<file path="config.mk">
export PLATFORM = sky130hd
export DESIGN_NAME = c_minus_token_scanner_flat
export DESIGN_NICKNAME = d
export VERILOG_FILES = /design/src/hdl/cmts_pkg.sv /design/src/hdl/cmts_byte_if.sv /design/src/hdl/cmts_tok_if.sv /design/src/hdl/cmts_step.sv /design/src/hdl/c_minus_token_scanner.sv /design/src/flat_wrapper.sv
export VERILOG_INCLUDE_DIRS = /design/src /design/src/hdl
export SDC_FILE = /design/constraint.sdc
export NUM_CORES = 1
export LEC_CHECK = 0
export BUFFER_PORTS_ARGS = -buffer_cell sky130_fd_sc_hd__buf_2
export CORE_AREA = 2 2 209 211
export DETAILED_ROUTE_END_ITERATION = 8
export DIE_AREA = 0 0 211 213
export GPL_TIMING_DRIVEN = 0
export HOLD_SLACK_MARGIN = 0.05
export PLACE_DENSITY = 0.78
export RECOVER_POWER = 25
export SYNTH_ARGS = -nofsm -noshare
export SYNTH_HDL_FRONTEND = slang
export SYNTH_SLANG_ARGS = --single-unit
</file>
<file path="constraint.sdc">
create_clock -name clk -period 4.4 [get_ports clk]
set_input_delay 0.88 -clock clk [delete_from_list [all_inputs] [get_ports clk]]
set_output_delay 0.88 -clock clk [all_outputs]
set_load 0.01 [all_outputs]
</file>
<file path="src/hdl/c_minus_token_scanner_macros.svh">
// assertion macros shared by the token scanner rtl
`ifndef C_MINUS_TOKEN_SCANNER_MACROS_SVH
`define C_MINUS_TOKEN_SCANNER_MACROS_SVH
`ifndef SYNTHESIS
// same-cycle implication, held off during reset
`define CMTS_ASSERT_IMPLY(label, clk, rst_n, cond, expr) \
  label: assert property (@(posedge clk) disable iff (!rst_n) (cond) |-> (expr)) \
    else $error("token scanner check failed");
// next-cycle implication, held off during reset
`define CMTS_ASSERT_NEXT(label, clk, rst_n, cond, expr) \
  label: assert property (@(posedge clk) disable iff (!rst_n) (cond) |=> (expr)) \
    else $error("token scanner check failed");
`else
`define CMTS_ASSERT_IMPLY(label, clk, rst_n, cond, expr)
`define CMTS_ASSERT_NEXT(label, clk, rst_n, cond, expr)
`endif
`endif

</file>
<file path="src/hdl/cmts_pkg.sv">
// types, codes and helper functions of the token scanner
package cmts_pkg;

  localparam int NUM_BITS_DEF      = 32;
  localparam int LINE_BITS_DEF     = 16;
  localparam int COL_BITS_DEF      = 12;
  localparam int KEYWORD_CHARS_DEF = 6;

  localparam int FIFO_DEPTH = 4;

  typedef enum logic [3:0] {
    MODE_START,
    MODE_ID,
    MODE_NUM,
    MODE_MINUS,
    MODE_PLUS,
    MODE_LT,
    MODE_GT,
    MODE_EQ,
    MODE_BANG,
    MODE_SLASH,
    MODE_LINE,
    MODE_BLOCK,
    MODE_BLOCK_STAR
  } mode_t;

  // which result slots a step fills; the second implies the first
  typedef struct packed {
    logic slot0;
    logic slot1;
  } emit_t;

  // token kinds
  localparam logic [4:0] KIND_END      = 5'd0;
  localparam logic [4:0] KIND_ERROR    = 5'd1;
  localparam logic [4:0] KIND_ID       = 5'd2;
  localparam logic [4:0] KIND_NUM      = 5'd3;
  localparam logic [4:0] KIND_IF       = 5'd4;
  localparam logic [4:0] KIND_SEMI     = 5'd10;
  localparam logic [4:0] KIND_COMMA    = 5'd11;
  localparam logic [4:0] KIND_LPAREN   = 5'd12;
  localparam logic [4:0] KIND_RPAREN   = 5'd13;
  localparam logic [4:0] KIND_LBRACKET = 5'd14;
  localparam logic [4:0] KIND_RBRACKET = 5'd15;
  localparam logic [4:0] KIND_LBRACE   = 5'd16;
  localparam logic [4:0] KIND_RBRACE   = 5'd17;
  localparam logic [4:0] KIND_MINUS    = 5'd18;
  localparam logic [4:0] KIND_DEC      = 5'd19;
  localparam logic [4:0] KIND_PLUS     = 5'd20;
  localparam logic [4:0] KIND_INC      = 5'd21;
  localparam logic [4:0] KIND_STAR     = 5'd22;
  localparam logic [4:0] KIND_SLASH    = 5'd23;
  localparam logic [4:0] KIND_LT       = 5'd24;
  localparam logic [4:0] KIND_LE       = 5'd25;
  localparam logic [4:0] KIND_GT       = 5'd26;
  localparam logic [4:0] KIND_GE       = 5'd27;
  localparam logic [4:0] KIND_ASSIGN   = 5'd28;
  localparam logic [4:0] KIND_EQ       = 5'd29;
  localparam logic [4:0] KIND_NE       = 5'd30;

  // source characters
  localparam logic [7:0] CH_NL    = 8'h0A;
  localparam logic [7:0] CH_TAB   = 8'h09;
  localparam logic [7:0] CH_CR    = 8'h0D;
  localparam logic [7:0] CH_SPACE = 8'h20;
  localparam logic [7:0] CH_BANG  = 8'h21;
  localparam logic [7:0] CH_LPAR  = 8'h28;
  localparam logic [7:0] CH_RPAR  = 8'h29;
  localparam logic [7:0] CH_STAR  = 8'h2A;
  localparam logic [7:0] CH_PLUS  = 8'h2B;
  localparam logic [7:0] CH_COMMA = 8'h2C;
  localparam logic [7:0] CH_MINUS = 8'h2D;
  localparam logic [7:0] CH_SLASH = 8'h2F;
  localparam logic [7:0] CH_ZERO  = 8'h30;
  localparam logic [7:0] CH_NINE  = 8'h39;
  localparam logic [7:0] CH_SEMI  = 8'h3B;
  localparam logic [7:0] CH_LT    = 8'h3C;
  localparam logic [7:0] CH_EQ    = 8'h3D;
  localparam logic [7:0] CH_GT    = 8'h3E;
  localparam logic [7:0] CH_UC_A  = 8'h41;
  localparam logic [7:0] CH_UC_Z  = 8'h5A;
  localparam logic [7:0] CH_LBRK  = 8'h5B;
  localparam logic [7:0] CH_RBRK  = 8'h5D;
  localparam logic [7:0] CH_LC_A  = 8'h61;
  localparam logic [7:0] CH_LC_Z  = 8'h7A;
  localparam logic [7:0] CH_LBRC  = 8'h7B;
  localparam logic [7:0] CH_RBRC  = 8'h7D;

  // keywords packed first character highest: if else int void return while
  localparam int KW_COUNT = 6;
  localparam logic [47:0] KW_TEXT [KW_COUNT] = '{
    48'h000000006966,
    48'h0000656C7365,
    48'h000000696E74,
    48'h0000766F6964,
    48'h72657475726E,
    48'h007768696C65
  };
  localparam logic [7:0] KW_LEN [KW_COUNT] = '{8'd2, 8'd4, 8'd3, 8'd4, 8'd6, 8'd5};

  function automatic logic is_alpha(input logic [7:0] c);
    return (c >= CH_LC_A && c <= CH_LC_Z) || (c >= CH_UC_A && c <= CH_UC_Z);
  endfunction

  function automatic logic is_digit(input logic [7:0] c);
    return c >= CH_ZERO && c <= CH_NINE;
  endfunction

  // space and tab through return
  function automatic logic is_space(input logic [7:0] c);
    return c == CH_SPACE || (c >= CH_TAB && c <= CH_CR);
  endfunction

  // keyword kind of a short identifier, else identifier
  function automatic logic [4:0] keyword_kind(input logic [63:0] word, input logic [7:0] len);
    logic [4:0] kind;
    kind = KIND_ID;
    for (int k = 0; k < KW_COUNT; k++) begin
      if (word == 64'(KW_TEXT[k]) && len == KW_LEN[k]) begin
        kind = KIND_IF + 5'(k);
      end
    end
    return kind;
  endfunction

endpackage

</file>
<file path="src/hdl/cmts_byte_if.sv">
// request channel carrying one source byte or the end marker
interface cmts_byte_if;
  logic       valid;
  logic       ready;
  logic [7:0] ch;
  logic       at_end;

  modport source (output valid, output ch, output at_end, input ready);
  modport sink (input valid, input ch, input at_end, output ready);
endinterface

</file>
<file path="src/hdl/cmts_tok_if.sv">
// request channel carrying one finished token
interface cmts_tok_if #(
  parameter int NUM_BITS  = cmts_pkg::NUM_BITS_DEF,
  parameter int LINE_BITS = cmts_pkg::LINE_BITS_DEF,
  parameter int COL_BITS  = cmts_pkg::COL_BITS_DEF
);
  logic                 valid;
  logic                 ready;
  logic [4:0]           kind;
  logic [NUM_BITS-1:0]  number;
  logic                 overflowed;
  logic [7:0]           length;
  logic [LINE_BITS-1:0] line;
  logic [COL_BITS-1:0]  column;
  logic                 last;

  modport source (
    output valid, output kind, output number, output overflowed, output length,
    output line, output column, output last, input ready
  );
  modport sink (
    input valid, input kind, input number, input overflowed, input length,
    input line, input column, input last, output ready
  );
endinterface

</file>
<file path="src/hdl/cmts_step.sv">
// next-state and token logic for one source byte
module cmts_step #(
  parameter int NUM_BITS      = cmts_pkg::NUM_BITS_DEF,
  parameter int LINE_BITS     = cmts_pkg::LINE_BITS_DEF,
  parameter int COL_BITS      = cmts_pkg::COL_BITS_DEF,
  parameter int KEYWORD_CHARS = cmts_pkg::KEYWORD_CHARS_DEF
) (
  input  logic [7:0]                 ch,
  input  logic                       at_end,
  input  cmts_pkg::mode_t            mode,
  input  logic [LINE_BITS-1:0]       line,
  input  logic [COL_BITS-1:0]        col,
  input  logic [8*KEYWORD_CHARS-1:0] kw_word,
  input  logic [7:0]                 lex_len,
  input  logic [NUM_BITS-1:0]        acc,
  input  logic                       acc_ovf,
  output cmts_pkg::mode_t            mode_nxt,
  output logic [LINE_BITS-1:0]       line_nxt,
  output logic [COL_BITS-1:0]        col_nxt,
  output logic [8*KEYWORD_CHARS-1:0] kw_word_nxt,
  output logic [7:0]                 lex_len_nxt,
  output logic [NUM_BITS-1:0]        acc_nxt,
  output logic                       acc_ovf_nxt,
  output cmts_pkg::emit_t            emit,
  output logic [4:0]                 tok_kind [2],
  output logic [NUM_BITS-1:0]        tok_number [2],
  output logic                       tok_ovf [2],
  output logic [7:0]                 tok_length [2],
  output logic [COL_BITS-1:0]        tok_column [2],
  output logic                       tok_last [2]
);

  logic [COL_BITS-1:0]  col_inc;
  logic [LINE_BITS-1:0] line_inc;
  logic [7:0]           len_inc;
  logic [NUM_BITS+3:0]  digit_wide;
  logic                 digit_sat;

  logic                fl_vld;
  logic                fl_take;
  logic [4:0]          fl_kind;
  logic [NUM_BITS-1:0] fl_number;
  logic                fl_ovf;
  logic [7:0]          fl_length;

  logic                sb_vld;
  logic [4:0]          sb_kind;
  logic [7:0]          sb_length;
  logic [COL_BITS-1:0] sb_col;

  logic       done;
  logic       newline;
  logic       single;
  logic [7:0] pair_want;
  logic [4:0] pair_kind;

  assign col_inc  = col + 1'b1;
  assign line_inc = (line == '1) ? line : line + 1'b1;
  assign len_inc  = (lex_len == 8'hFF) ? lex_len : lex_len + 8'd1;

  // acc * 10 + digit, saturating when it no longer fits
  assign digit_wide = {1'b0, acc, 3'b000} + {3'b000, acc, 1'b0}
                    + {{NUM_BITS{1'b0}}, ch[3:0]};
  assign digit_sat  = |digit_wide[NUM_BITS+3:NUM_BITS];

  // pending token held by the mode
  always_comb begin
    fl_vld    = 1'b1;
    fl_kind   = cmts_pkg::KIND_END;
    fl_number = '0;
    fl_ovf    = 1'b0;
    fl_length = 8'd1;
    unique case (mode)
      cmts_pkg::MODE_ID: begin
        fl_kind   = (lex_len > 8'(KEYWORD_CHARS)) ? cmts_pkg::KIND_ID
                  : cmts_pkg::keyword_kind(64'(kw_word), lex_len);
        fl_length = lex_len;
      end
      cmts_pkg::MODE_NUM: begin
        fl_kind   = cmts_pkg::KIND_NUM;
        fl_number = acc;
        fl_ovf    = acc_ovf;
        fl_length = lex_len;
      end
      cmts_pkg::MODE_MINUS: fl_kind = cmts_pkg::KIND_MINUS;
      cmts_pkg::MODE_PLUS:  fl_kind = cmts_pkg::KIND_PLUS;
      cmts_pkg::MODE_LT:    fl_kind = cmts_pkg::KIND_LT;
      cmts_pkg::MODE_GT:    fl_kind = cmts_pkg::KIND_GT;
      cmts_pkg::MODE_EQ:    fl_kind = cmts_pkg::KIND_ASSIGN;
      cmts_pkg::MODE_BANG:  fl_kind = cmts_pkg::KIND_ERROR;
      cmts_pkg::MODE_SLASH: fl_kind = cmts_pkg::KIND_SLASH;
      default:              fl_vld  = 1'b0;
    endcase
  end

  // second character that completes a two-character operator
  always_comb begin
    pair_want = cmts_pkg::CH_EQ;
    pair_kind = cmts_pkg::KIND_ERROR;
    unique case (mode)
      cmts_pkg::MODE_MINUS: begin
        pair_want = cmts_pkg::CH_MINUS;
        pair_kind = cmts_pkg::KIND_DEC;
      end
      cmts_pkg::MODE_PLUS: begin
        pair_want = cmts_pkg::CH_PLUS;
        pair_kind = cmts_pkg::KIND_INC;
      end
      cmts_pkg::MODE_LT:   pair_kind = cmts_pkg::KIND_LE;
      cmts_pkg::MODE_GT:   pair_kind = cmts_pkg::KIND_GE;
      cmts_pkg::MODE_EQ:   pair_kind = cmts_pkg::KIND_EQ;
      cmts_pkg::MODE_BANG: pair_kind = cmts_pkg::KIND_NE;
      default:             pair_kind = cmts_pkg::KIND_ERROR;
    endcase
  end

  always_comb begin
    mode_nxt    = mode;
    line_nxt    = line;
    col_nxt     = col;
    kw_word_nxt = kw_word;
    lex_len_nxt = lex_len;
    acc_nxt     = acc;
    acc_ovf_nxt = acc_ovf;
    fl_take     = 1'b0;
    sb_vld      = 1'b0;
    sb_kind     = cmts_pkg::KIND_END;
    sb_length   = 8'd1;
    sb_col      = col_inc;
    done        = 1'b0;
    newline     = 1'b0;
    single      = 1'b0;

    if (at_end) begin
      // flush, end token, back to the reset state
      fl_take     = fl_vld;
      sb_vld      = 1'b1;
      sb_length   = 8'd0;
      sb_col      = col;
      mode_nxt    = cmts_pkg::MODE_START;
      line_nxt    = LINE_BITS'(1);
      col_nxt     = '1;
      kw_word_nxt = '0;
      lex_len_nxt = 8'd0;
      acc_nxt     = '0;
      acc_ovf_nxt = 1'b0;
    end else begin
      col_nxt = col_inc;
      unique case (mode) inside
        cmts_pkg::MODE_ID: begin
          if (cmts_pkg::is_alpha(ch) || cmts_pkg::is_digit(ch)) begin
            if (lex_len < 8'(KEYWORD_CHARS)) begin
              kw_word_nxt = {kw_word[8*KEYWORD_CHARS-9:0], ch};
            end
            lex_len_nxt = len_inc;
            done        = 1'b1;
          end
        end
        cmts_pkg::MODE_NUM: begin
          if (cmts_pkg::is_digit(ch)) begin
            acc_nxt     = digit_sat ? '1 : digit_wide[NUM_BITS-1:0];
            acc_ovf_nxt = acc_ovf | digit_sat;
            lex_len_nxt = len_inc;
            done        = 1'b1;
          end
        end
        cmts_pkg::MODE_MINUS, cmts_pkg::MODE_PLUS, cmts_pkg::MODE_LT,
        cmts_pkg::MODE_GT, cmts_pkg::MODE_EQ, cmts_pkg::MODE_BANG: begin
          if (ch == pair_want) begin
            sb_vld    = 1'b1;
            sb_kind   = pair_kind;
            sb_length = 8'd2;
            mode_nxt  = cmts_pkg::MODE_START;
            done      = 1'b1;
          end
        end
        cmts_pkg::MODE_SLASH: begin
          if (ch == cmts_pkg::CH_STAR) begin
            mode_nxt = cmts_pkg::MODE_BLOCK;
            done     = 1'b1;
          end else if (ch == cmts_pkg::CH_SLASH) begin
            mode_nxt = cmts_pkg::MODE_LINE;
            done     = 1'b1;
          end
        end
        cmts_pkg::MODE_LINE: begin
          done = 1'b1;
          if (ch == cmts_pkg::CH_NL) begin
            newline  = 1'b1;
            mode_nxt = cmts_pkg::MODE_START;
          end
        end
        cmts_pkg::MODE_BLOCK: begin
          done = 1'b1;
          if (ch == cmts_pkg::CH_NL) begin
            newline = 1'b1;
          end else if (ch == cmts_pkg::CH_STAR) begin
            mode_nxt = cmts_pkg::MODE_BLOCK_STAR;
          end
        end
        cmts_pkg::MODE_BLOCK_STAR: begin
          done = 1'b1;
          if (ch == cmts_pkg::CH_SLASH) begin
            mode_nxt = cmts_pkg::MODE_START;
          end else if (ch == cmts_pkg::CH_NL) begin
            newline  = 1'b1;
            mode_nxt = cmts_pkg::MODE_BLOCK;
          end else if (ch != cmts_pkg::CH_STAR) begin
            mode_nxt = cmts_pkg::MODE_BLOCK;
          end
        end
        default: begin
        end
      endcase

      // byte not absorbed: flush pending token, then start fresh on it
      if (!done) begin
        fl_take  = fl_vld;
        mode_nxt = cmts_pkg::MODE_START;
        case (ch)
          cmts_pkg::CH_SEMI: begin
            single  = 1'b1;
            sb_kind = cmts_pkg::KIND_SEMI;
          end
          cmts_pkg::CH_COMMA: begin
            single  = 1'b1;
            sb_kind = cmts_pkg::KIND_COMMA;
          end
          cmts_pkg::CH_LPAR: begin
            single  = 1'b1;
            sb_kind = cmts_pkg::KIND_LPAREN;
          end
          cmts_pkg::CH_RPAR: begin
            single  = 1'b1;
            sb_kind = cmts_pkg::KIND_RPAREN;
          end
          cmts_pkg::CH_LBRK: begin
            single  = 1'b1;
            sb_kind = cmts_pkg::KIND_LBRACKET;
          end
          cmts_pkg::CH_RBRK: begin
            single  = 1'b1;
            sb_kind = cmts_pkg::KIND_RBRACKET;
          end
          cmts_pkg::CH_LBRC: begin
            single  = 1'b1;
            sb_kind = cmts_pkg::KIND_LBRACE;
          end
          cmts_pkg::CH_RBRC: begin
            single  = 1'b1;
            sb_kind = cmts_pkg::KIND_RBRACE;
          end
          cmts_pkg::CH_STAR: begin
            single  = 1'b1;
            sb_kind = cmts_pkg::KIND_STAR;
          end
          cmts_pkg::CH_MINUS: mode_nxt = cmts_pkg::MODE_MINUS;
          cmts_pkg::CH_PLUS:  mode_nxt = cmts_pkg::MODE_PLUS;
          cmts_pkg::CH_LT:    mode_nxt = cmts_pkg::MODE_LT;
          cmts_pkg::CH_GT:    mode_nxt = cmts_pkg::MODE_GT;
          cmts_pkg::CH_EQ:    mode_nxt = cmts_pkg::MODE_EQ;
          cmts_pkg::CH_BANG:  mode_nxt = cmts_pkg::MODE_BANG;
          cmts_pkg::CH_SLASH: mode_nxt = cmts_pkg::MODE_SLASH;
          default: begin
            if (cmts_pkg::is_space(ch)) begin
              newline = (ch == cmts_pkg::CH_NL);
            end else if (cmts_pkg::is_alpha(ch)) begin
              mode_nxt    = cmts_pkg::MODE_ID;
              lex_len_nxt = 8'd1;
              kw_word_nxt = (8*KEYWORD_CHARS)'(ch);
            end else if (cmts_pkg::is_digit(ch)) begin
              mode_nxt    = cmts_pkg::MODE_NUM;
              lex_len_nxt = 8'd1;
              acc_nxt     = NUM_BITS'(ch[3:0]);
              acc_ovf_nxt = 1'b0;
            end else begin
              single  = 1'b1;
              sb_kind = cmts_pkg::KIND_ERROR;
            end
          end
        endcase
        if (single) begin
          sb_vld = 1'b1;
        end
      end

      if (newline) begin
        line_nxt = line_inc;
        col_nxt  = '1;
      end
    end
  end

  // flushed token goes first, then the token of this byte
  assign emit.slot0 = fl_take | sb_vld;
  assign emit.slot1 = fl_take & sb_vld;

  assign tok_kind[0]   = fl_take ? fl_kind : sb_kind;
  assign tok_number[0] = fl_take ? fl_number : '0;
  assign tok_ovf[0]    = fl_take & fl_ovf;
  assign tok_length[0] = fl_take ? fl_length : sb_length;
  assign tok_column[0] = fl_take ? col : sb_col;
  assign tok_last[0]   = !(fl_take & sb_vld);

  assign tok_kind[1]   = sb_kind;
  assign tok_number[1] = '0;
  assign tok_ovf[1]    = 1'b0;
  assign tok_length[1] = sb_length;
  assign tok_column[1] = sb_col;
  assign tok_last[1]   = 1'b1;

endmodule

</file>
<file path="src/hdl/c_minus_token_scanner.sv">
// top level of the token scanner: byte register, scanner state and token queue
//
// Token scanner for a small C-like language. One source byte (or an end
// marker) is taken per request on in_byte; finished tokens leave on out_tok
// with kind, number value, length, line and the zero-based column of their
// last character. A byte can be taken every cycle while the queue has room:
// it sits in the input register, where a single pass of logic updates the
// scanner state and writes zero, one or two tokens into a four-entry token
// queue. A byte that ends a pending token and is a one-byte token itself
// yields two tokens, and the end marker any flushed token plus the end
// token; the queue drains one token per cycle while out_tok is ready, so
// the sustained rate is one byte per cycle while the token count stays at
// one per byte, and slows to the out_tok rate when the queue holds more than
// two tokens. After the end token all scanner state is back at its reset value.
`include "c_minus_token_scanner_macros.svh"

module c_minus_token_scanner #(
  parameter int NUM_BITS      = cmts_pkg::NUM_BITS_DEF,
  parameter int LINE_BITS     = cmts_pkg::LINE_BITS_DEF,
  parameter int COL_BITS      = cmts_pkg::COL_BITS_DEF,
  parameter int KEYWORD_CHARS = cmts_pkg::KEYWORD_CHARS_DEF
) (
  input logic         clk,
  input logic         rst_n,
  cmts_byte_if.sink   in_byte,
  cmts_tok_if.source  out_tok
);

  localparam int PTR_BITS = $clog2(cmts_pkg::FIFO_DEPTH);
  localparam int CNT_BITS = $clog2(cmts_pkg::FIFO_DEPTH + 1);

  // input register
  logic       in_vld_r;
  logic [7:0] ch_r;
  logic       at_end_r;

  // scanner state
  cmts_pkg::mode_t            mode_r, mode_nxt;
  logic [LINE_BITS-1:0]       line_r, line_nxt;
  logic [COL_BITS-1:0]        col_r, col_nxt;
  logic [8*KEYWORD_CHARS-1:0] kw_word_r, kw_word_nxt;
  logic [7:0]                 lex_len_r, lex_len_nxt;
  logic [NUM_BITS-1:0]        acc_r, acc_nxt;
  logic                       acc_ovf_r, acc_ovf_nxt;

  // tokens made by this step
  cmts_pkg::emit_t     emit;
  logic [4:0]          tok_kind [2];
  logic [NUM_BITS-1:0] tok_number [2];
  logic                tok_ovf [2];
  logic [7:0]          tok_length [2];
  logic [COL_BITS-1:0] tok_column [2];
  logic                tok_last [2];

  // token queue
  logic [4:0]           q_kind_r [cmts_pkg::FIFO_DEPTH];
  logic [NUM_BITS-1:0]  q_number_r [cmts_pkg::FIFO_DEPTH];
  logic                 q_ovf_r [cmts_pkg::FIFO_DEPTH];
  logic [7:0]           q_length_r [cmts_pkg::FIFO_DEPTH];
  logic [LINE_BITS-1:0] q_line_r [cmts_pkg::FIFO_DEPTH];
  logic [COL_BITS-1:0]  q_column_r [cmts_pkg::FIFO_DEPTH];
  logic                 q_last_r [cmts_pkg::FIFO_DEPTH];
  logic [PTR_BITS-1:0]  wr_ptr_r, wr_ptr_nxt, wr_ptr_p1;
  logic [PTR_BITS-1:0]  rd_ptr_r, rd_ptr_nxt;
  logic [CNT_BITS-1:0]  fifo_cnt_r, fifo_cnt_nxt, cnt_after_pop, push_n;

  logic pop;
  logic step_go;

  cmts_step #(
    .NUM_BITS      (NUM_BITS),
    .LINE_BITS     (LINE_BITS),
    .COL_BITS      (COL_BITS),
    .KEYWORD_CHARS (KEYWORD_CHARS)
  ) u_step (
    .ch          (ch_r),
    .at_end      (at_end_r),
    .mode        (mode_r),
    .line        (line_r),
    .col         (col_r),
    .kw_word     (kw_word_r),
    .lex_len     (lex_len_r),
    .acc         (acc_r),
    .acc_ovf     (acc_ovf_r),
    .mode_nxt    (mode_nxt),
    .line_nxt    (line_nxt),
    .col_nxt     (col_nxt),
    .kw_word_nxt (kw_word_nxt),
    .lex_len_nxt (lex_len_nxt),
    .acc_nxt     (acc_nxt),
    .acc_ovf_nxt (acc_ovf_nxt),
    .emit        (emit),
    .tok_kind    (tok_kind),
    .tok_number  (tok_number),
    .tok_ovf     (tok_ovf),
    .tok_length  (tok_length),
    .tok_column  (tok_column),
    .tok_last    (tok_last)
  );

  // output side pops the head of the queue
  assign out_tok.valid      = (fifo_cnt_r != '0);
  assign out_tok.kind       = q_kind_r[rd_ptr_r];
  assign out_tok.number     = q_number_r[rd_ptr_r];
  assign out_tok.overflowed = q_ovf_r[rd_ptr_r];
  assign out_tok.length     = q_length_r[rd_ptr_r];
  assign out_tok.line       = q_line_r[rd_ptr_r];
  assign out_tok.column     = q_column_r[rd_ptr_r];
  assign out_tok.last       = q_last_r[rd_ptr_r];
  assign pop                = out_tok.valid & out_tok.ready;

  // a held byte is processed once the queue has room for two tokens
  assign cnt_after_pop = fifo_cnt_r - CNT_BITS'(pop);
  assign step_go       = in_vld_r && (cnt_after_pop <= CNT_BITS'(cmts_pkg::FIFO_DEPTH - 2));
  assign in_byte.ready = !in_vld_r || step_go;

  assign push_n       = step_go ? CNT_BITS'(emit.slot0) + CNT_BITS'(emit.slot1) : '0;
  assign fifo_cnt_nxt = cnt_after_pop + push_n;
  assign wr_ptr_p1    = wr_ptr_r + 1'b1;
  assign wr_ptr_nxt   = wr_ptr_r + PTR_BITS'(push_n);
  assign rd_ptr_nxt   = rd_ptr_r + PTR_BITS'(pop);

  // control registers
  always_ff @(posedge clk) begin
    if (!rst_n) begin
      in_vld_r   <= 1'b0;
      wr_ptr_r   <= '0;
      rd_ptr_r   <= '0;
      fifo_cnt_r <= '0;
    end else begin
      if (in_byte.valid && in_byte.ready) begin
        in_vld_r <= 1'b1;
      end else if (step_go) begin
        in_vld_r <= 1'b0;
      end
      wr_ptr_r   <= wr_ptr_nxt;
      rd_ptr_r   <= rd_ptr_nxt;
      fifo_cnt_r <= fifo_cnt_nxt;
    end
  end

  // scanner state advances once per processed byte
  always_ff @(posedge clk) begin
    if (!rst_n) begin
      mode_r    <= cmts_pkg::MODE_START;
      line_r    <= LINE_BITS'(1);
      col_r     <= '1;
      kw_word_r <= '0;
      lex_len_r <= 8'd0;
      acc_r     <= '0;
      acc_ovf_r <= 1'b0;
    end else if (step_go) begin
      mode_r    <= mode_nxt;
      line_r    <= line_nxt;
      col_r     <= col_nxt;
      kw_word_r <= kw_word_nxt;
      lex_len_r <= lex_len_nxt;
      acc_r     <= acc_nxt;
      acc_ovf_r <= acc_ovf_nxt;
    end
  end

  // input byte register, payload only
  always_ff @(posedge clk) begin
    if (in_byte.valid && in_byte.ready) begin
      ch_r     <= in_byte.ch;
      at_end_r <= in_byte.at_end;
    end
  end

  // queue writes: first token at the tail, second right behind it
  always_ff @(posedge clk) begin
    if (step_go && emit.slot0) begin
      q_kind_r[wr_ptr_r]   <= tok_kind[0];
      q_number_r[wr_ptr_r] <= tok_number[0];
      q_ovf_r[wr_ptr_r]    <= tok_ovf[0];
      q_length_r[wr_ptr_r] <= tok_length[0];
      q_line_r[wr_ptr_r]   <= line_r;
      q_column_r[wr_ptr_r] <= tok_column[0];
      q_last_r[wr_ptr_r]   <= tok_last[0];
    end
    if (step_go && emit.slot1) begin
      q_kind_r[wr_ptr_p1]   <= tok_kind[1];
      q_number_r[wr_ptr_p1] <= tok_number[1];
      q_ovf_r[wr_ptr_p1]    <= tok_ovf[1];
      q_length_r[wr_ptr_p1] <= tok_length[1];
      q_line_r[wr_ptr_p1]   <= line_r;
      q_column_r[wr_ptr_p1] <= tok_column[1];
      q_last_r[wr_ptr_p1]   <= tok_last[1];
    end
  end

  // queue never overfills
  `CMTS_ASSERT_IMPLY(a_fifo_bound, clk, rst_n, 1'b1, fifo_cnt_r <= CNT_BITS'(cmts_pkg::FIFO_DEPTH))
  // end marker leaves the scanner in its reset state
  `CMTS_ASSERT_NEXT(a_end_clears, clk, rst_n, step_go && at_end_r, mode_r == cmts_pkg::MODE_START && lex_len_r == 8'd0 && line_r == LINE_BITS'(1))
  // bytes inside a comment never make a token
  `CMTS_ASSERT_IMPLY(a_comment_silent, clk, rst_n, step_go && !at_end_r && (mode_r == cmts_pkg::MODE_LINE || mode_r == cmts_pkg::MODE_BLOCK || mode_r == cmts_pkg::MODE_BLOCK_STAR), !emit.slot0)
  // second slot is only used together with the first
  `CMTS_ASSERT_IMPLY(a_slot_order, clk, rst_n, emit.slot1, emit.slot0)

endmodule

</file>
<file path="src/flat_wrapper.sv">
// flat-port wrapper written by rule: the top's interface ports become plain ports
module c_minus_token_scanner_flat 
#(
  parameter int NUM_BITS      = cmts_pkg::NUM_BITS_DEF,
  parameter int LINE_BITS     = cmts_pkg::LINE_BITS_DEF,
  parameter int COL_BITS      = cmts_pkg::COL_BITS_DEF,
  parameter int KEYWORD_CHARS = cmts_pkg::KEYWORD_CHARS_DEF
)
  (clk, rst_n, in_byte_valid, in_byte_ch, in_byte_at_end, in_byte_ready, out_tok_valid, out_tok_kind, out_tok_number, out_tok_overflowed, out_tok_length, out_tok_line, out_tok_column, out_tok_last, out_tok_ready);
  cmts_byte_if in_byte_i ();
  cmts_tok_if #(.NUM_BITS(NUM_BITS), .LINE_BITS(LINE_BITS), .COL_BITS(COL_BITS)) out_tok_i ();
  input logic clk;
  input logic rst_n;
  input wire logic [$bits(in_byte_i.valid)-1:0] in_byte_valid;
  input wire logic [$bits(in_byte_i.ch)-1:0] in_byte_ch;
  input wire logic [$bits(in_byte_i.at_end)-1:0] in_byte_at_end;
  output wire logic [$bits(in_byte_i.ready)-1:0] in_byte_ready;
  output wire logic [$bits(out_tok_i.valid)-1:0] out_tok_valid;
  output wire logic [$bits(out_tok_i.kind)-1:0] out_tok_kind;
  output wire logic [$bits(out_tok_i.number)-1:0] out_tok_number;
  output wire logic [$bits(out_tok_i.overflowed)-1:0] out_tok_overflowed;
  output wire logic [$bits(out_tok_i.length)-1:0] out_tok_length;
  output wire logic [$bits(out_tok_i.line)-1:0] out_tok_line;
  output wire logic [$bits(out_tok_i.column)-1:0] out_tok_column;
  output wire logic [$bits(out_tok_i.last)-1:0] out_tok_last;
  input wire logic [$bits(out_tok_i.ready)-1:0] out_tok_ready;
  assign in_byte_i.valid = in_byte_valid;
  assign in_byte_i.ch = in_byte_ch;
  assign in_byte_i.at_end = in_byte_at_end;
  assign in_byte_ready = in_byte_i.ready;
  assign out_tok_valid = out_tok_i.valid;
  assign out_tok_kind = out_tok_i.kind;
  assign out_tok_number = out_tok_i.number;
  assign out_tok_overflowed = out_tok_i.overflowed;
  assign out_tok_length = out_tok_i.length;
  assign out_tok_line = out_tok_i.line;
  assign out_tok_column = out_tok_i.column;
  assign out_tok_last = out_tok_i.last;
  assign out_tok_i.ready = out_tok_ready;
  c_minus_token_scanner #(.NUM_BITS(NUM_BITS), .LINE_BITS(LINE_BITS), .COL_BITS(COL_BITS), .KEYWORD_CHARS(KEYWORD_CHARS)) u_core (.clk(clk), .rst_n(rst_n), .in_byte(in_byte_i), .out_tok(out_tok_i));
endmodule
</file>
Yosys cells after proc, flatten, opt, wreduce, memory -nomap -nowiden
Memory sizes are Yosys's and may differ from the RTL's. A register that Yosys moved wholly into a read port is not among the register bits.
Index checks and enable logic that the tools add are counted.
{"block": "totals", "register_bits": 138, "ram_bits": 300, "in_bits": 13, "output_inout_bits": 77, "mem_count": 7}
{"memory": "u_core.q_number_r", "depth": 4, "width": 32, "read_ports": 1, "rd_ports_with_merged_regs": 1, "wr": 2, "line_no": "c_minus_token_scanner.sv:57", "text": "logic [NUM_BITS-1:0] q_number_r [cmts_pkg::FIFO_DEPTH];"}
{"memory": "u_core.q_line_r", "depth": 4, "width": 16, "read_ports": 1, "rd_ports_with_merged_regs": 1, "wr": 2, "line_no": "c_minus_token_scanner.sv:60", "text": "logic [LINE_BITS-1:0] q_line_r [cmts_pkg::FIFO_DEPTH];"}
{"memory": "u_core.q_column_r", "depth": 4, "width": 12, "read_ports": 1, "rd_ports_with_merged_regs": 1, "wr": 2, "line_no": "c_minus_token_scanner.sv:61", "text": "logic [COL_BITS-1:0] q_column_r [cmts_pkg::FIFO_DEPTH];"}
{"memory": "u_core.q_length_r", "depth": 4, "width": 8, "read_ports": 1, "rd_ports_with_merged_regs": 1, "wr": 2, "line_no": "c_minus_token_scanner.sv:59", "text": "logic [7:0] q_length_r [cmts_pkg::FIFO_DEPTH];"}
{"memory": "u_core.q_kind_r", "depth": 4, "width": 5, "read_ports": 1, "rd_ports_with_merged_regs": 1, "wr": 2, "line_no": "c_minus_token_scanner.sv:56", "text": "logic [4:0] q_kind_r [cmts_pkg::FIFO_DEPTH];"}
{"memory": "u_core.q_last_r", "depth": 4, "width": 1, "read_ports": 1, "rd_ports_with_merged_regs": 1, "wr": 2, "line_no": "c_minus_token_scanner.sv:62", "text": "logic q_last_r [cmts_pkg::FIFO_DEPTH];"}
{"memory": "+1 memories"}
{"block": "classes", "addsub": 11, "order_cmp": 11, "eq_ne": 53, "mux": 126, "bitwise": 5, "reduce_logical": 34}
{"operator": "$mux W48", "count": 8}
{"operator": "$mux W32", "count": 11}
{"operator": "$eq A8 B6 Y1 const B", "count": 13}
{"operator": "$eq A48 B31 Y1 const B", "count": 2}
{"operator": "$mux W8", "count": 12}
{"operator": "$mux W5", "count": 13}
{"operator": "$pmux W5 S10", "count": 1}
{"operator": "$eq A48 B15 Y1 const B", "count": 1}
{"operator": "$eq A48 B23 Y1 const B", "count": 1}
{"operator": "$eq A48 B39 Y1 const B", "count": 1}
{"operator": "$eq A48 B47 Y1 const B", "count": 1}
{"operator": "$mux W12", "count": 4}
{"operator": "$mux W16", "count": 3}
{"operator": "$pmux W5 S9", "count": 1}
{"operator": "$mux W4", "count": 11}
{"operator": "$mux W1", "count": 39}
{"operator": "$add A35 B33 Y36", "count": 1}
{"operator": "$add A36 B4 Y36", "count": 1}
{"operator": "$eq A8 B7 Y1 const B", "count": 4}
{"operator": "$pmux W4 S8", "count": 1}
{"operator": "$pmux W5 S6", "count": 1}
{"operator": "$eq A8 B3 Y1 const B", "count": 3}
{"operator": "$mux W2", "count": 12}
{"operator": "$eq A4 B4 Y1 const B", "count": 5}
{"operator": "other kinds (54)", "count": 90}

Depth between registers and ports, before layout
{"block": "logic_depth", "depth_word": 16, "mapped_depth": 17, "ltp_nobuf": 14}

Modules after synthesis
Synthesis repeated with hierarchy kept, for this count alone.
{"block": "unflattened", "hier_cells": 2407, "hier_area_um2": 26464.1}
{"module": "c_minus_token_scanner", "n_inst": 1, "cells_each": 1248, "area_per_inst_um2": 19258.5}
{"module": "cmts_step", "n_inst": 1, "cells_each": 1159, "area_per_inst_um2": 7205.7}

Worst setup path before layout
No wires, ideal clock.
{"block": "synth_path", "kind": "reg-to-reg", "start": "register u_core.ch_r[1]", "end": "memory u_core.q_column_r[1][0] in the netlist's numbering (enable)", "t_arrival_ps": 4113, "setup_slack_ps": -103, "stages_incl_launch_ff": 16, "synth_period_minus_slack_ps": 4503, "path_cell_list": "edfxtp_1 -> clkbuf_1 -> or3_1 -> o221ai_1 -> o211ai_1 -> a31oi_1 -> and2_1 -> buf_2 -> nor3b_1 -> a21o_1 -> ha_1 -> nand2_1 -> nor3_1 -> nor2_1 -> clkbuf_1 -> inv_1"}
{"item": "start: declaration", "line_no": "c_minus_token_scanner.sv:34", "text": "logic [7:0] ch_r;"}
{"item": "start signal: assignment", "line_no": "c_minus_token_scanner.sv:166", "text": "ch_r <= in_byte.ch;"}
{"item": "end: declaration", "line_no": "c_minus_token_scanner.sv:61"}

==> run metrics <==
status complete, no violations; DIE HEIGHT 213 µm; max_cap viols 0; Synth top area share 0.2745; Synth Area per Inst between 10 and 15 µm²; clk root buf clkbuf_16; dpl ws -1.628 ns; Total Wirelength 57,190 µm; Tightest Pin Transition 1.070 ns; FF-to-FF setup slack 0.06 ns; Reg clk slew, reported paths 0.06 ns; hpwl dp between 30,000 and 40,000 µm; Min-Delay Startpoint u_core.q_number_r[2][24]$_SDFFE_PP0P_; final clock skew around 0.031 ns; area grow syn2layout 14.52%; worst reg2reg path depth 16; # nets final 2,128; relative slew slack 0.2866; H-tree depth 2; first-pass GRT wire length 90,000 µm; # clock sinks 438; Netlist Area Pre-Place around 0.021 mm²; r2r endpoint u_core.q_length_r[0][1]$_DFFE_PP_; Clk Latency, worst-skew pair 0.59 ns; initial antenna violation count 0; slowest cell on the critical path or3b_4; DR vias/cell 6.375; CTS tree yes; vias in the first global route around 16,000; DP Cell Count between 2,000 and 3,000; Slew Limit Fails 0; share of layout cells above drive strength 1 0.1722; FF+latch count, synth 438; Critical Path AT about 4.7 ns; worst hold margin 0.4737 ns; Clock Path Buffers 3; delay-heaviest family, CP simple AND/OR/NAND/NOR gates; total power draw approximately 11 mW; Die X 211 µm; most frequent cell after synthesis dfxtp_1; Synth top cells by count dfxtp_1, a22o_1, edfxtp_1; Leakage 9.218 nW; Distinct cells, synth 87; RSZ-0062 raised after global routing false; Post-DRT Antenna Nets 0; RD Place Congestion 0.9437; ant diodes 0; largest net degree at the start of global routing 37; final worst-path setup slack 0.06264 ns; Post-synth EDFFs 149; fraction of registers with async set/reset 0; VDD IR-drop max 418.3 µV; die area 0.04494 mm²; worst-path fanout max 10; routed vias between 15,000 and 20,000; IO Pins 90; Core Region 0.04270 mm²; final non-filler cell total 2,619; worst hold-check path type reg2reg; setup violators final 0; fmax ~230 MHz; hold path cells 1; number of buffers created by CTS 45; Startpoint Class flop; Tcrit/Tclk final 0.9858; Required @ worst endpoint 4.72 ns; Cell Rows 76; hold endpoint u_core.q_number_r[2][24]$_SDFFE_PP0P_; Final min period 4.337 ns; Syn Inst Count 1,881; critical path's largest stage delay approximately 0.41 ns; critical path, cell by cell buf_6, or3b_4, nor2_1, mux2_2, or4_4, buf_6, and2_1, clkbuf_4, nor3b_4, a21o_1, ha_2, nand2_2, nor2_1, nor2_2, clkbuf_2, o32ai_1; number of buffers and inverters on the critical path 4; First-pass DRT Iterations 6; reg2reg start u_core.mode_r[0]$_SDFFE_PN0P_; critical path type reg2reg; pwr dens ~480 mW/mm²; total gr overflow 0; PortBufs 89; Crit. End Element flop; Initial Util 0.4937; Syn. warnings 0; register area share after synthesis 0.4867; hold buffer count at cts 0; Avg WL per Cell 21.84 µm; Top FF cell, synth dfxtp_1; Final Hold Viols 0; Remaining DRCs 0; All-Layer GR Usage 0.2532; post-synth net total between 1,500 and 2,000; top post-synthesis cells by area dfxtp_1, edfxtp_1, a22o_1; Yosys top cell by area dfxtp_1; initial DRC count 1,833
power breakdown:
group | internal [mW] | switching, mW
Clock | 2.21 | 1.64
Sequential | 4.58 | 0.122
Combinational | 1.17 | 1.74
sequential cells by signal (all words and copies together), names as in the netlist, 2 cells and up:
register           count
u_core.line_r         16
u_core.acc_r          32
u_core.col_r          12
u_core.rd_ptr_r        2
u_core.q_line_r       64
u_core.fifo_cnt_r      3
u_core.ch_r            8
u_core.q_column_r     48
u_core.wr_ptr_r        2
u_core.lex_len_r       8
u_core.q_number_r    128
u_core.q_ovf_r         4
u_core.mode_r          4
u_core.q_kind_r       20
u_core.kw_word_r      48
u_core.q_length_r     32
u_core.q_last_r        4
worst register-to-register path, stage by stage (launching register included):
cell and delay, ns:
dfxtp_1 0.30, buf_6 0.13, or3b_4 0.41, nor2_1 0.14, mux2_2 0.36, or4_4 0.41, buf_6 0.16, and2_1 0.17
clkbuf_4 0.20, nor3b_4 0.18, a21o_1 0.19, ha_2 0.21, nand2_2 0.20, nor2_1 0.15, nor2_2 0.37, clkbuf_2 0.35
o32ai_1 0.14
layer usage:
| metal | wire length, µm | track usage |
|---|---|---|
| met5 | 0 | 0 |
| met2 | 26330 | 0.4035 |
| met3 | 4695 | 0.03898 |
| met4 | 1831 | 0.09495 |
| met1 | 24330 | 0.3502 |
layout by cell type, fill, tap and decap left out, types with 26 or more instances in the layout:
cell type	n
o21ai_0	56
clkbuf_1	81
o2bb2ai_1	26
edfxtp_1	149
mux4_2	75
ha_1	74
xor2_1	53
nand2_1	123
nand4_1	27
inv_1	31
dfxtp_1	289
a21oi_1	62
buf_2	90
nor3_1	42
clkbuf_16	45
a22o_1	207
xnor2_1	47
nor2_1	103
nand3_1	50
layout make-up:
class / instances / area, µm²
repair inverters: 1 / 7.507
well taps: 546 / 683.2
fillers: 3419 / 18560
flip-flops and latches: 438 / 10260
multi-input cells: 1285 / 10350
inverters: 36 / 143.9
repair buffers: 110 / 656.9
clock inverters: 21 / 222.7
clock buffers: 63 / 1264
plain buffers: 119 / 551.8
worst max path at each step:
stage	start	endpoint	slack, ns	cells past startpoint
floorplan	u_core.mode_r[0]$_SDFFE_PN0P_	u_core.q_column_r[1][0]$_DFFE_PP_	0.11	16
global placement	u_core.ch_r[2]$_DFFE_PP_	u_core.q_line_r[2][9]$_DFFE_PP_	-1.67	14
detailed placement	u_core.ch_r[2]$_DFFE_PP_	u_core.q_line_r[1][9]$_DFFE_PP_	-1.63	15
CTS	u_core.ch_r[2]$_DFFE_PP_	u_core.q_number_r[0][11]$_SDFFE_PP0P_	0.02	15
global route	u_core.mode_r[0]$_SDFFE_PN0P_	u_core.q_length_r[0][1]$_DFFE_PP_	0.004	16
finish	u_core.mode_r[0]$_SDFFE_PN0P_	u_core.q_length_r[0][1]$_DFFE_PP_	0.06	16
metrics by stage:
step | area (µm²) | utilization | TNS [ns]
floorplan | 21080 | - | 0
global route | 24140 | 0.5654 | 0
global placement | 22210 | 0.5203 | -434.85
CTS | 24040 | 0.5630 | 0
detailed placement | 22250 | 0.5212 | -355.76
finish | 24140 | 0.5654 | 0
logic make-up (layout without fill, tap and decap cells):
logic type / count (synthesis) / count (layout) / share of synthesized area
AOI/OAI and AO/OA: 484 / 484 / 0.1742
xor gates and xnor gates: 100 / 100 / 0.04155
adders and majority gates: 79 / 79 / 0.04796
buffers and inverters: 160 / 350 / 0.03122
DFF: 438 / 438 / 0.4867
muxes: 100 / 100 / 0.09260
and+or+nand+nor: 520 / 522 / 0.1258
what timing repair did:
action,CTS,global route
cloned,1,2
pin swaps,5,6
hold endpoints to repair,0,0
resized for setup,43,38
buffers inserted,14,5
endpoints found under the setup margin,381,358
(Power assumes the default switching activity.)
